**src/sv/anem_pkg.sv**
```systemverilog
package anem_pkg;

  // Ring geometry and field widths.
  localparam int MAX_SAMPLES = 64;
  localparam int IDX_W       = $clog2(MAX_SAMPLES);
  localparam int N_W         = $clog2(MAX_SAMPLES + 1);
  localparam int CNT_W       = 8;
  localparam int TICK_W      = 16;
  localparam int SUM_W       = $clog2(MAX_SAMPLES * 255 + 1);
  localparam int DIV_CNT_W   = $clog2(SUM_W);
  localparam int ADDR_W      = 3;
  localparam int DATA_W      = 32;

  // Trimming rule: at TRIM_THRESHOLD entries or more, drop minimum and maximum.
  localparam logic [N_W-1:0] TRIM_THRESHOLD = N_W'(5);
  localparam logic [N_W-1:0] TRIM_DROP      = N_W'(2);

  localparam logic [CNT_W-1:0]  CNT_MAX  = '1;
  localparam logic [TICK_W-1:0] TICK_MAX = '1;

  // Register indexes, decoded from paddr[2].
  localparam logic REG_SAMPLE_COUNT = 1'b0;
  localparam logic REG_WINDOW_TICKS = 1'b1;

  localparam logic [N_W-1:0]    SAMPLE_COUNT_RST = N_W'(8);
  localparam logic [TICK_W-1:0] WINDOW_TICKS_RST = TICK_W'(1000);

  // Ring memory access request.
  typedef struct packed {
    logic             wr_en;
    logic [IDX_W-1:0] wr_addr;
    logic [CNT_W-1:0] wr_data;
    logic             rd_en;
    logic [IDX_W-1:0] rd_addr;
  } anem_ring_req_t;

  // Divider start request.
  typedef struct packed {
    logic             start;
    logic [SUM_W-1:0] num;
    logic [N_W-1:0]   den;
  } anem_div_req_t;

endpackage

```
**src/sv/anemometer_edge_count_trimmed_mean.sv**
```systemverilog
// Sequence: after the edge that accepts the closing sample, the block walks the ring, sets up
// the divider, divides, and then loads the output register that presents the result.
// Throughput: samples that do not close a window are taken one per cycle; after a closing
// sample the input is held off until the result is loaded into the output register, which
// also waits for any earlier result to be taken.
// Reset (synchronous, active high) clears control state, registers and ring valid bits.
module anemometer_edge_count_trimmed_mean
  import anem_pkg::*;
(
  input  logic              clk,
  input  logic              rst,
  // Input stream.
  input  logic              s_tvalid,
  output logic              s_tready,
  input  logic [7:0]        s_tdata,   // [0] pin_level, [7:1] zero
  // Output stream.
  output logic              m_tvalid,
  input  logic              m_tready,
  output logic [15:0]       m_tdata,   // [7:0] mean_rotations, [15:8] last_count
  // Configuration port.
  input  logic              psel,
  input  logic              penable,
  input  logic              pwrite,
  input  logic [ADDR_W-1:0] paddr,
  input  logic [DATA_W-1:0] pwdata,
  output logic [DATA_W-1:0] prdata,
  output logic              pready
);

  typedef enum logic [2:0] {
    S_IDLE,
    S_WALK,
    S_PREP,
    S_DIV,
    S_OUT
  } state_t;

  state_t            state;
  logic [N_W-1:0]    sample_count;
  logic [TICK_W-1:0] window_ticks;
  logic              window_active;
  logic [TICK_W-1:0] tick_counter;
  logic [CNT_W-1:0]  edge_count;
  logic              previous_level;
  logic [IDX_W-1:0]  write_index;
  logic [N_W-1:0]    walk_addr;
  logic [SUM_W-1:0]  sum;
  logic [CNT_W-1:0]  lo;
  logic [CNT_W-1:0]  hi;
  logic [CNT_W-1:0]  mean;

  logic              in_beat;
  logic              cfg_wr;
  logic              level;
  logic [N_W-1:0]    n_eff;
  logic [TICK_W-1:0] limit;
  logic [CNT_W-1:0]  edge_next;
  logic [TICK_W-1:0] tick_next;
  logic              close;
  logic [IDX_W-1:0]  wi_eff;
  logic [N_W-1:0]    wi_inc;
  logic [IDX_W-1:0]  write_index_next;
  logic [CNT_W-1:0]  ring_rd_data;
  logic              div_done;
  logic [SUM_W-1:0]  div_quo;
  anem_ring_req_t    ring_req;
  anem_div_req_t     div_req;

  assign pready   = 1'b1;
  assign cfg_wr   = psel && penable && pwrite && pready;
  assign s_tready = (state == S_IDLE);
  assign in_beat  = s_tvalid && s_tready;
  assign level    = s_tdata[0];

  // Register readback.
  always_comb begin
    case (paddr[2])
      REG_SAMPLE_COUNT: prdata = DATA_W'(sample_count);
      REG_WINDOW_TICKS: prdata = DATA_W'(window_ticks);
      default:          prdata = '0;
    endcase
  end

  // Effective ring length and window length.
  always_comb begin
    if (sample_count == '0) begin
      n_eff = N_W'(1);
    end else if (sample_count > N_W'(MAX_SAMPLES)) begin
      n_eff = N_W'(MAX_SAMPLES);
    end else begin
      n_eff = sample_count;
    end
    limit = (window_ticks == '0) ? TICK_W'(1) : window_ticks;
  end

  // Edge counting for one sample of an open window.
  always_comb begin
    edge_next = edge_count;
    if ((level != previous_level) && (edge_count != CNT_MAX)) begin
      edge_next = edge_count + 1'b1;
    end
    tick_next = (tick_counter != TICK_MAX) ? tick_counter + 1'b1 : tick_counter;
    close     = (tick_next >= limit);
  end

  // Ring write slot and the following one.
  always_comb begin
    wi_eff           = ({1'b0, write_index} >= n_eff) ? '0 : write_index;
    wi_inc           = {1'b0, wi_eff} + 1'b1;
    write_index_next = (wi_inc >= n_eff) ? '0 : wi_inc[IDX_W-1:0];
  end

  // Ring accesses: store on closing, then walk entries 0 to n-1.
  always_comb begin
    ring_req.wr_en   = in_beat && window_active && close;
    ring_req.wr_addr = wi_eff;
    ring_req.wr_data = edge_next;
    ring_req.rd_en   = (state == S_WALK) && (walk_addr < n_eff);
    ring_req.rd_addr = walk_addr[IDX_W-1:0];
  end

  // Divider operands, trimmed when enough entries are present.
  always_comb begin
    div_req.start = (state == S_PREP);
    if (n_eff < TRIM_THRESHOLD) begin
      div_req.num = sum;
      div_req.den = n_eff;
    end else begin
      div_req.num = sum - SUM_W'(lo) - SUM_W'(hi);
      div_req.den = n_eff - TRIM_DROP;
    end
  end

  anem_ring u_ring (
    .clk     (clk),
    .rst     (rst),
    .req     (ring_req),
    .rd_data (ring_rd_data)
  );

  anem_div u_div (
    .clk  (clk),
    .rst  (rst),
    .req  (div_req),
    .done (div_done),
    .quo  (div_quo)
  );

  // Sequencer, window state, configuration and output register.
  always_ff @(posedge clk) begin
    if (rst) begin
      state          <= S_IDLE;
      sample_count   <= SAMPLE_COUNT_RST;
      window_ticks   <= WINDOW_TICKS_RST;
      window_active  <= 1'b0;
      tick_counter   <= '0;
      edge_count     <= '0;
      previous_level <= 1'b0;
      write_index    <= '0;
      m_tvalid       <= 1'b0;
    end else begin
      if (m_tvalid && m_tready) begin
        m_tvalid <= 1'b0;
      end

      if (cfg_wr) begin
        case (paddr[2])
          REG_SAMPLE_COUNT: begin
            sample_count <= pwdata[N_W-1:0];
            write_index  <= '0;
          end
          REG_WINDOW_TICKS: window_ticks <= pwdata[TICK_W-1:0];
          default: ;
        endcase
      end

      case (state)
        S_IDLE: begin
          if (in_beat) begin
            if (!window_active) begin
              if (level) begin
                window_active  <= 1'b1;
                previous_level <= 1'b1;
                edge_count     <= '0;
                tick_counter   <= '0;
              end
            end else begin
              edge_count     <= edge_next;
              previous_level <= level;
              if (close) begin
                window_active <= 1'b0;
                tick_counter  <= '0;
                write_index   <= write_index_next;
                walk_addr     <= '0;
                sum           <= '0;
                lo            <= CNT_MAX;
                hi            <= '0;
                state         <= S_WALK;
              end else begin
                tick_counter <= tick_next;
              end
            end
          end
        end
        S_WALK: begin
          // Read data arrives in the cycle after its address.
          if (walk_addr != '0) begin
            sum <= sum + SUM_W'(ring_rd_data);
            if (ring_rd_data < lo) begin
              lo <= ring_rd_data;
            end
            if (ring_rd_data > hi) begin
              hi <= ring_rd_data;
            end
          end
          if (walk_addr == n_eff) begin
            state <= S_PREP;
          end else begin
            walk_addr <= walk_addr + 1'b1;
          end
        end
        S_PREP: begin
          state <= S_DIV;
        end
        S_DIV: begin
          if (div_done) begin
            mean  <= div_quo[CNT_W-1:0];
            state <= S_OUT;
          end
        end
        S_OUT: begin
          if (!m_tvalid || m_tready) begin
            m_tvalid <= 1'b1;
            m_tdata  <= {edge_count, mean};
            state    <= S_IDLE;
          end
        end
        default: state <= S_IDLE;
      endcase
    end
  end

`ifndef SYNTHESIS
  // The ring is written only by an accepted sample that closes the window.
  a_ring_write_on_close: assert property (@(posedge clk) disable iff (rst)
    ring_req.wr_en |-> (in_beat && window_active))
    else $error("ring written outside a closing sample");

  // The walk never runs past the effective count.
  a_walk_bound: assert property (@(posedge clk) disable iff (rst)
    (state == S_WALK) |-> (walk_addr <= n_eff))
    else $error("ring walk address out of range");

  // A finished division always leads to the output state.
  a_div_to_out: assert property (@(posedge clk) disable iff (rst)
    (state == S_DIV && div_done) |=> (state == S_OUT))
    else $error("divider result lost");

  // A new result appears only from the output state.
  a_result_source: assert property (@(posedge clk) disable iff (rst)
    $rose(m_tvalid) |-> ($past(state) == S_OUT))
    else $error("result raised outside the output state");

  // The divider is never started while a division is pending.
  a_single_div: assert property (@(posedge clk) disable iff (rst)
    div_req.start |=> (state == S_DIV))
    else $error("divider start without wait state");
`endif

endmodule

```
**src/sv/anem_ring.sv**
```systemverilog
module anem_ring
  import anem_pkg::*;
(
  input  logic             clk,
  input  logic             rst,
  input  anem_ring_req_t   req,
  output logic [CNT_W-1:0] rd_data
);

  logic [CNT_W-1:0]       mem [MAX_SAMPLES];
  logic [MAX_SAMPLES-1:0] valid;
  logic [CNT_W-1:0]       rd_raw;
  logic                   rd_valid;

  // Entry storage and registered read port.
  always_ff @(posedge clk) begin
    if (req.wr_en) begin
      mem[req.wr_addr] <= req.wr_data;
    end
    if (req.rd_en) begin
      rd_raw <= mem[req.rd_addr];
    end
  end

  // Valid bits stand in for clearing the ring at reset.
  always_ff @(posedge clk) begin
    if (rst) begin
      valid    <= '0;
      rd_valid <= 1'b0;
    end else begin
      if (req.wr_en) begin
        valid[req.wr_addr] <= 1'b1;
      end
      if (req.rd_en) begin
        rd_valid <= valid[req.rd_addr];
      end
    end
  end

  // An entry never written reads as zero.
  assign rd_data = rd_valid ? rd_raw : '0;

endmodule

```
**src/sv/anem_div.sv**
```systemverilog
module anem_div
  import anem_pkg::*;
(
  input  logic             clk,
  input  logic             rst,
  input  anem_div_req_t    req,
  output logic             done,
  output logic [SUM_W-1:0] quo
);

  logic [N_W-1:0]       rem;
  logic [N_W-1:0]       den;
  logic [DIV_CNT_W-1:0] step;
  logic                 busy;
  logic [N_W:0]         rem_sh;
  logic                 ge;

  // One restoring step: shift in the next numerator bit and try a subtract.
  assign rem_sh = {rem, quo[SUM_W-1]};
  assign ge     = rem_sh >= {1'b0, den};

  always_ff @(posedge clk) begin
    if (rst) begin
      busy <= 1'b0;
      done <= 1'b0;
    end else begin
      done <= 1'b0;
      if (req.start) begin
        busy <= 1'b1;
        step <= DIV_CNT_W'(SUM_W - 1);
        rem  <= '0;
        den  <= req.den;
        quo  <= req.num;
      end else if (busy) begin
        rem <= ge ? N_W'(rem_sh - {1'b0, den}) : rem_sh[N_W-1:0];
        quo <= {quo[SUM_W-2:0], ge};
        if (step == '0) begin
          busy <= 1'b0;
          done <= 1'b1;
        end else begin
          step <= step - 1'b1;
        end
      end
    end
  end

endmodule

```
**config.mk**
```make
export PLATFORM = sky130hd
export DESIGN_NAME = anemometer_edge_count_trimmed_mean
export DESIGN_NICKNAME = d
export VERILOG_FILES = /design/src/sv/anem_pkg.sv /design/src/sv/anemometer_edge_count_trimmed_mean.sv /design/src/sv/anem_ring.sv /design/src/sv/anem_div.sv
export SDC_FILE = /design/constraint.sdc
export NUM_CORES = 1
export LEC_CHECK = 0
export BUFFER_PORTS_ARGS = -buffer_cell sky130_fd_sc_hd__buf_2
export CAP_MARGIN = 0
export CORE_MARGIN = 2
export CORE_UTILIZATION = 35
export CTS_BUF_LIST = sky130_fd_sc_hd__clkbuf_4 sky130_fd_sc_hd__clkbuf_8 sky130_fd_sc_hd__clkbuf_16
export DETAILED_ROUTE_END_ITERATION = 8
export PLACE_DENSITY = 0.54
export SYNTH_ARGS = -nofsm -noshare
export SYNTH_HDL_FRONTEND = slang
export SYNTH_SLANG_ARGS = --single-unit
```
**constraint.sdc**
```tcl
create_clock -name clk -period 8.2 [get_ports clk]
set_input_delay 1.64 -clock clk [delete_from_list [all_inputs] [get_ports clk]]
set_output_delay 1.64 -clock clk [all_outputs]
set_load 0.005 [all_outputs]
```
==> impl_metrics.yaml <==
critical_path:
  cp-start-kind: "flip-flop"
  r2r_setup_slack_ns: 3.18
  crit_type: "reg2reg"
  cp.arrival_ns: 5.27
  cp-end-kind: "flip-flop"
  cp_max_fo: 15
  worstReg2RegStart: "sample_count[6]"
  r2r_cells: 10
  required_ns: 8.45
  r2r_end: "u_ring.mem[59][3]"
hold_path:
  hp-start: "mean[3]"
  holdPathEnd: "m_tdata[3]"
  hp-class: "reg2reg"
  hold-path-cell-count: 0
power_and_ir_drop:
  internal_power_mw: 6.343
  p_sw_mw: 1.584
  p_leak_nw: 11.77
  clkPwrFrac_pct: 47.8
  pwr-share-seq_pct: 50.9
  p_per_area_nw_per_um2: 213.6
  switching_share_pct: 19.98
  peakVddDrop_mv: 0.1460
  combPwrFrac_pct: 1.3
synthesis:
  synthSimpleGateAreaFrac_pct: 8.264
  synth-seq-cells: 739
  synthArstFlopShare_pct: 0
  synth_top_family_by_area: "multiplexers"
  netlist_area_um2: 32630
  muxShareOfSynthArea_pct: 12.00
  synth_top_area_cell: "edfxtp_1"
  synth_area_leaders: "edfxtp_1 56%, mux4_2 9.8%, dfxtp_1 7.7%"
  synth_compound_area_share_pct: 7.171
  synth.avg_cell_area_um2: 14.46
  ys_seq_area_share_pct: 64.15
  synth_edf_count: 613
  yosysUniqueCellTypes: 85
  syn_inst: 2256
  yosys_warnings: 0
  synth_xor_area_share_pct: 1.235
  synth_adder_area_share_pct: 3.911
  synth_top_area_share_pct: 56.42
  synth_top_flop_cell: "edfxtp_1"
clock_tree:
  clockBufferDepth: 3
  cts_tree: "built"
  cts_sinks: 739
  ctsHoldBuffers: 0
  cts_root_buffer: "clkbuf_16"
  post-cts-setup-buffers: 0
  htreeDepth: 3
  clkTransAtPathRegs_ns: 0.06
  clock_latency_ns: 0.65
  cts_buffers: 82
  cts_resized: 0
timing:
  fin_setup_tns_ns: 0
  period_minus_slack_ns: 5.016
  max_clock_freq_ghz: 0.1994
  worstMarginPinSlew_ns: 1.185
  finalCritPeriodShare_pct: 61.17
  skew_ns: 0.03547
  slew_headroom_pct: 20.56
  hold_violations: 0
  setup_viol: 0
  rsz0062_at_grt: "no"
  drv_slew: 0
routing:
  antenna_left: 0
  vias_per_cell: 5.274
  drt_wl_total_mm: 78.39
  dr.first_iter.drc_count: 1550
  drc_errors: 0
  avgRoutedWirePerCell_um: 21.58
  firstDrtPassIters: 7
  via_count: 19160
global_routing:
  grt_pass1_wl_mm: 119.8
  antenna_found_initial: 0
  grt_use_total_pct: 16.49
  grt_pass1_vias: 19490
  overflow: 0
  grt_max_degree: 117
floorplanning:
  core_um2: 92080
  rows: 111
  pin_count: 101
  die_w_um: 309.3
  die_area_um2: 95680
  start_util_pct: 35.43
  die_h_um: 309.3
final_layout:
  fillers: 8393
  fin_nets: 2469
  fin_area_um2: 37110
  syn2layout_area_growth_pct: 13.73
  diodes: 0
  drive_gt1_share_pct: 18.12
placed_design:
  placed_area_um2: 34290
  hpwl_mm: 50.43
  io_buffers: 58
  place_congestion: 0.8812
flow_run:
  timing.max_cap.violations: 0
status:
  run_status: "completed"
==> cell type report <==
cell class                 instances  area [µm²]  area share [%]
timing repair buffer              93       593.1           1.598
multi-input combinational       1302       10820           29.16
inverter                         105       394.1           1.062
clock buffer                     103        2227           6.002
clock inverter                    48       588.1           1.585
sequential                       739       20930           56.40
tap                             1243        1555           4.191
==> per-layer routing <==
metal / wire length, µm / track usage [%] / vias to the layer above / share of wire (%)
li1: - / - / 8738 / -
met1: 35240 / 22.90 / 9777 / 45
met2: 37270 / 26.83 / 521 / 48
met3: 3912 / 2.650 / 123 / 5.0
met4: 1970 / 4.651 / 0 / 2.5
met5: 0 / 0 / - / 0
==> cells in the mapped netlist (all sizes together) (9+ instances only) <==
library cell,instances
dfxtp,126
a21oi,78
edfxtp,613
mux2,14
xor2,14
nor2,215
a211oi,21
nand2,163
and2,9
buf,65
nor4,13
clkbuf,60
nor3,49
ha,86
o22ai,36
o221ai,16
a211o,9
o31ai,10
and3,16
o21ai,62
nand3,33
inv,104
a31oi,38
mux2i,56
mux4,142
fa,10
nand2b,26
nor2b,18
a22o,9
o21a,17
xnor2,32
==> critical path, cell delays in order, from the launching register on <==
cell and delay [ns]:
dfxtp_1 0.61, clkinv_1 0.37, nand2_1 0.30, ha_1 0.29, a21oi_1 0.15, o21ai_1 0.09
a221oi_2 0.46, nor2_2 0.29, nor3_1 0.84, nand2_1 0.41, nor2_1 0.82
==> worst max-delay path by stage <==
stage,start,to,slack (ns),cells past startpoint
2_1_floorplan,s_tdata[0],u_ring.mem[0][5],3.18,6
5_1_grt,sample_count[6],u_ring.mem[59][7],2.78,10
3_3_place_gp,s_tvalid,u_ring.mem[11][2],3.18,7
4_1_cts,sample_count[6],u_ring.mem[19][5],3.25,9
3_5_place_dp,s_tvalid,u_ring.mem[11][0],3.14,7
6_report,sample_count[6],u_ring.mem[59][3],3.18,10
==> through the flow <==
step	setup WS (ns)	util [%]	hold slack (ns)	std cells	power (mW)
final	3.184	40.30	0.4161	3633	7.928
after global routing	2.781	40.30	0.4337	3633	8.156
after CTS	3.248	40.30	0.4185	3633	8.004
after detailed placement	3.137	37.24	0.4057	3482	4.215
after global placement	3.182	37.24	0.4026	3482	4.211
after floorplan	3.184	-	0.4003	2271	4.180
==> state kept, by name, indices dropped and copies added, names as in the netlist, 14 cells and up <==
| signal | flops |
|---|---|
| u_div.quo | 14 |
| u_ring.valid | 64 |
| u_ring.mem | 512 |
| tick_counter | 16 |
| sum | 14 |
| window_ticks | 16 |
| m_tdata | 16 |
==> layout by cell type, fill, tap and decap left out, types with 17 or more instances in the layout <==
master     synthesis  final
clkbuf_4           0     20
nor3_1            47     42
dfxtp_1          126    126
inv_1            102    102
o22ai_1           36     36
nor2_1           210    210
buf_4             26     33
edfxtp_1         613    613
mux4_2           142    142
conb_1             2     17
buf_2             24     57
ha_1              86     86
a21oi_1           78     77
a31oi_1           37     37
a211oi_1          19     19
xnor2_1           32     28
o21ai_0           54     54
clkinv_1           1     17
mux2i_1           56     56
nand3_1           31     31
nand2b_1          26     26
clkbuf_16          0     83
nor2b_1           18     18
nand2_1          162    162
==> power by group through the flow <==
stage / clock network, mW / logic (mW) / registers (mW)
4_1_cts: 3.87 / 0.101 / 4.03
2_1_floorplan: 0 / 0.0668 / 4.11
5_1_grt: 4.01 / 0.112 / 4.03
6_report: 3.79 / 0.100 / 4.03
3_3_place_gp: 0 / 0.0975 / 4.11
3_5_place_dp: 0 / 0.101 / 4.11
==> logic make-up (layout without fill, tap and decap cells) <==
logic type	count (synthesis)	in the layout
muxes	212	212
adders and majority gates	96	96
DFF	739	739
other	2	17
and+or+nand+nor	580	580
buffers and inverters	230	349
xor gates and xnor gates	46	46
AOI/OAI and AO/OA	351	351
No activity file was read; power rests on OpenSTA's default activity.
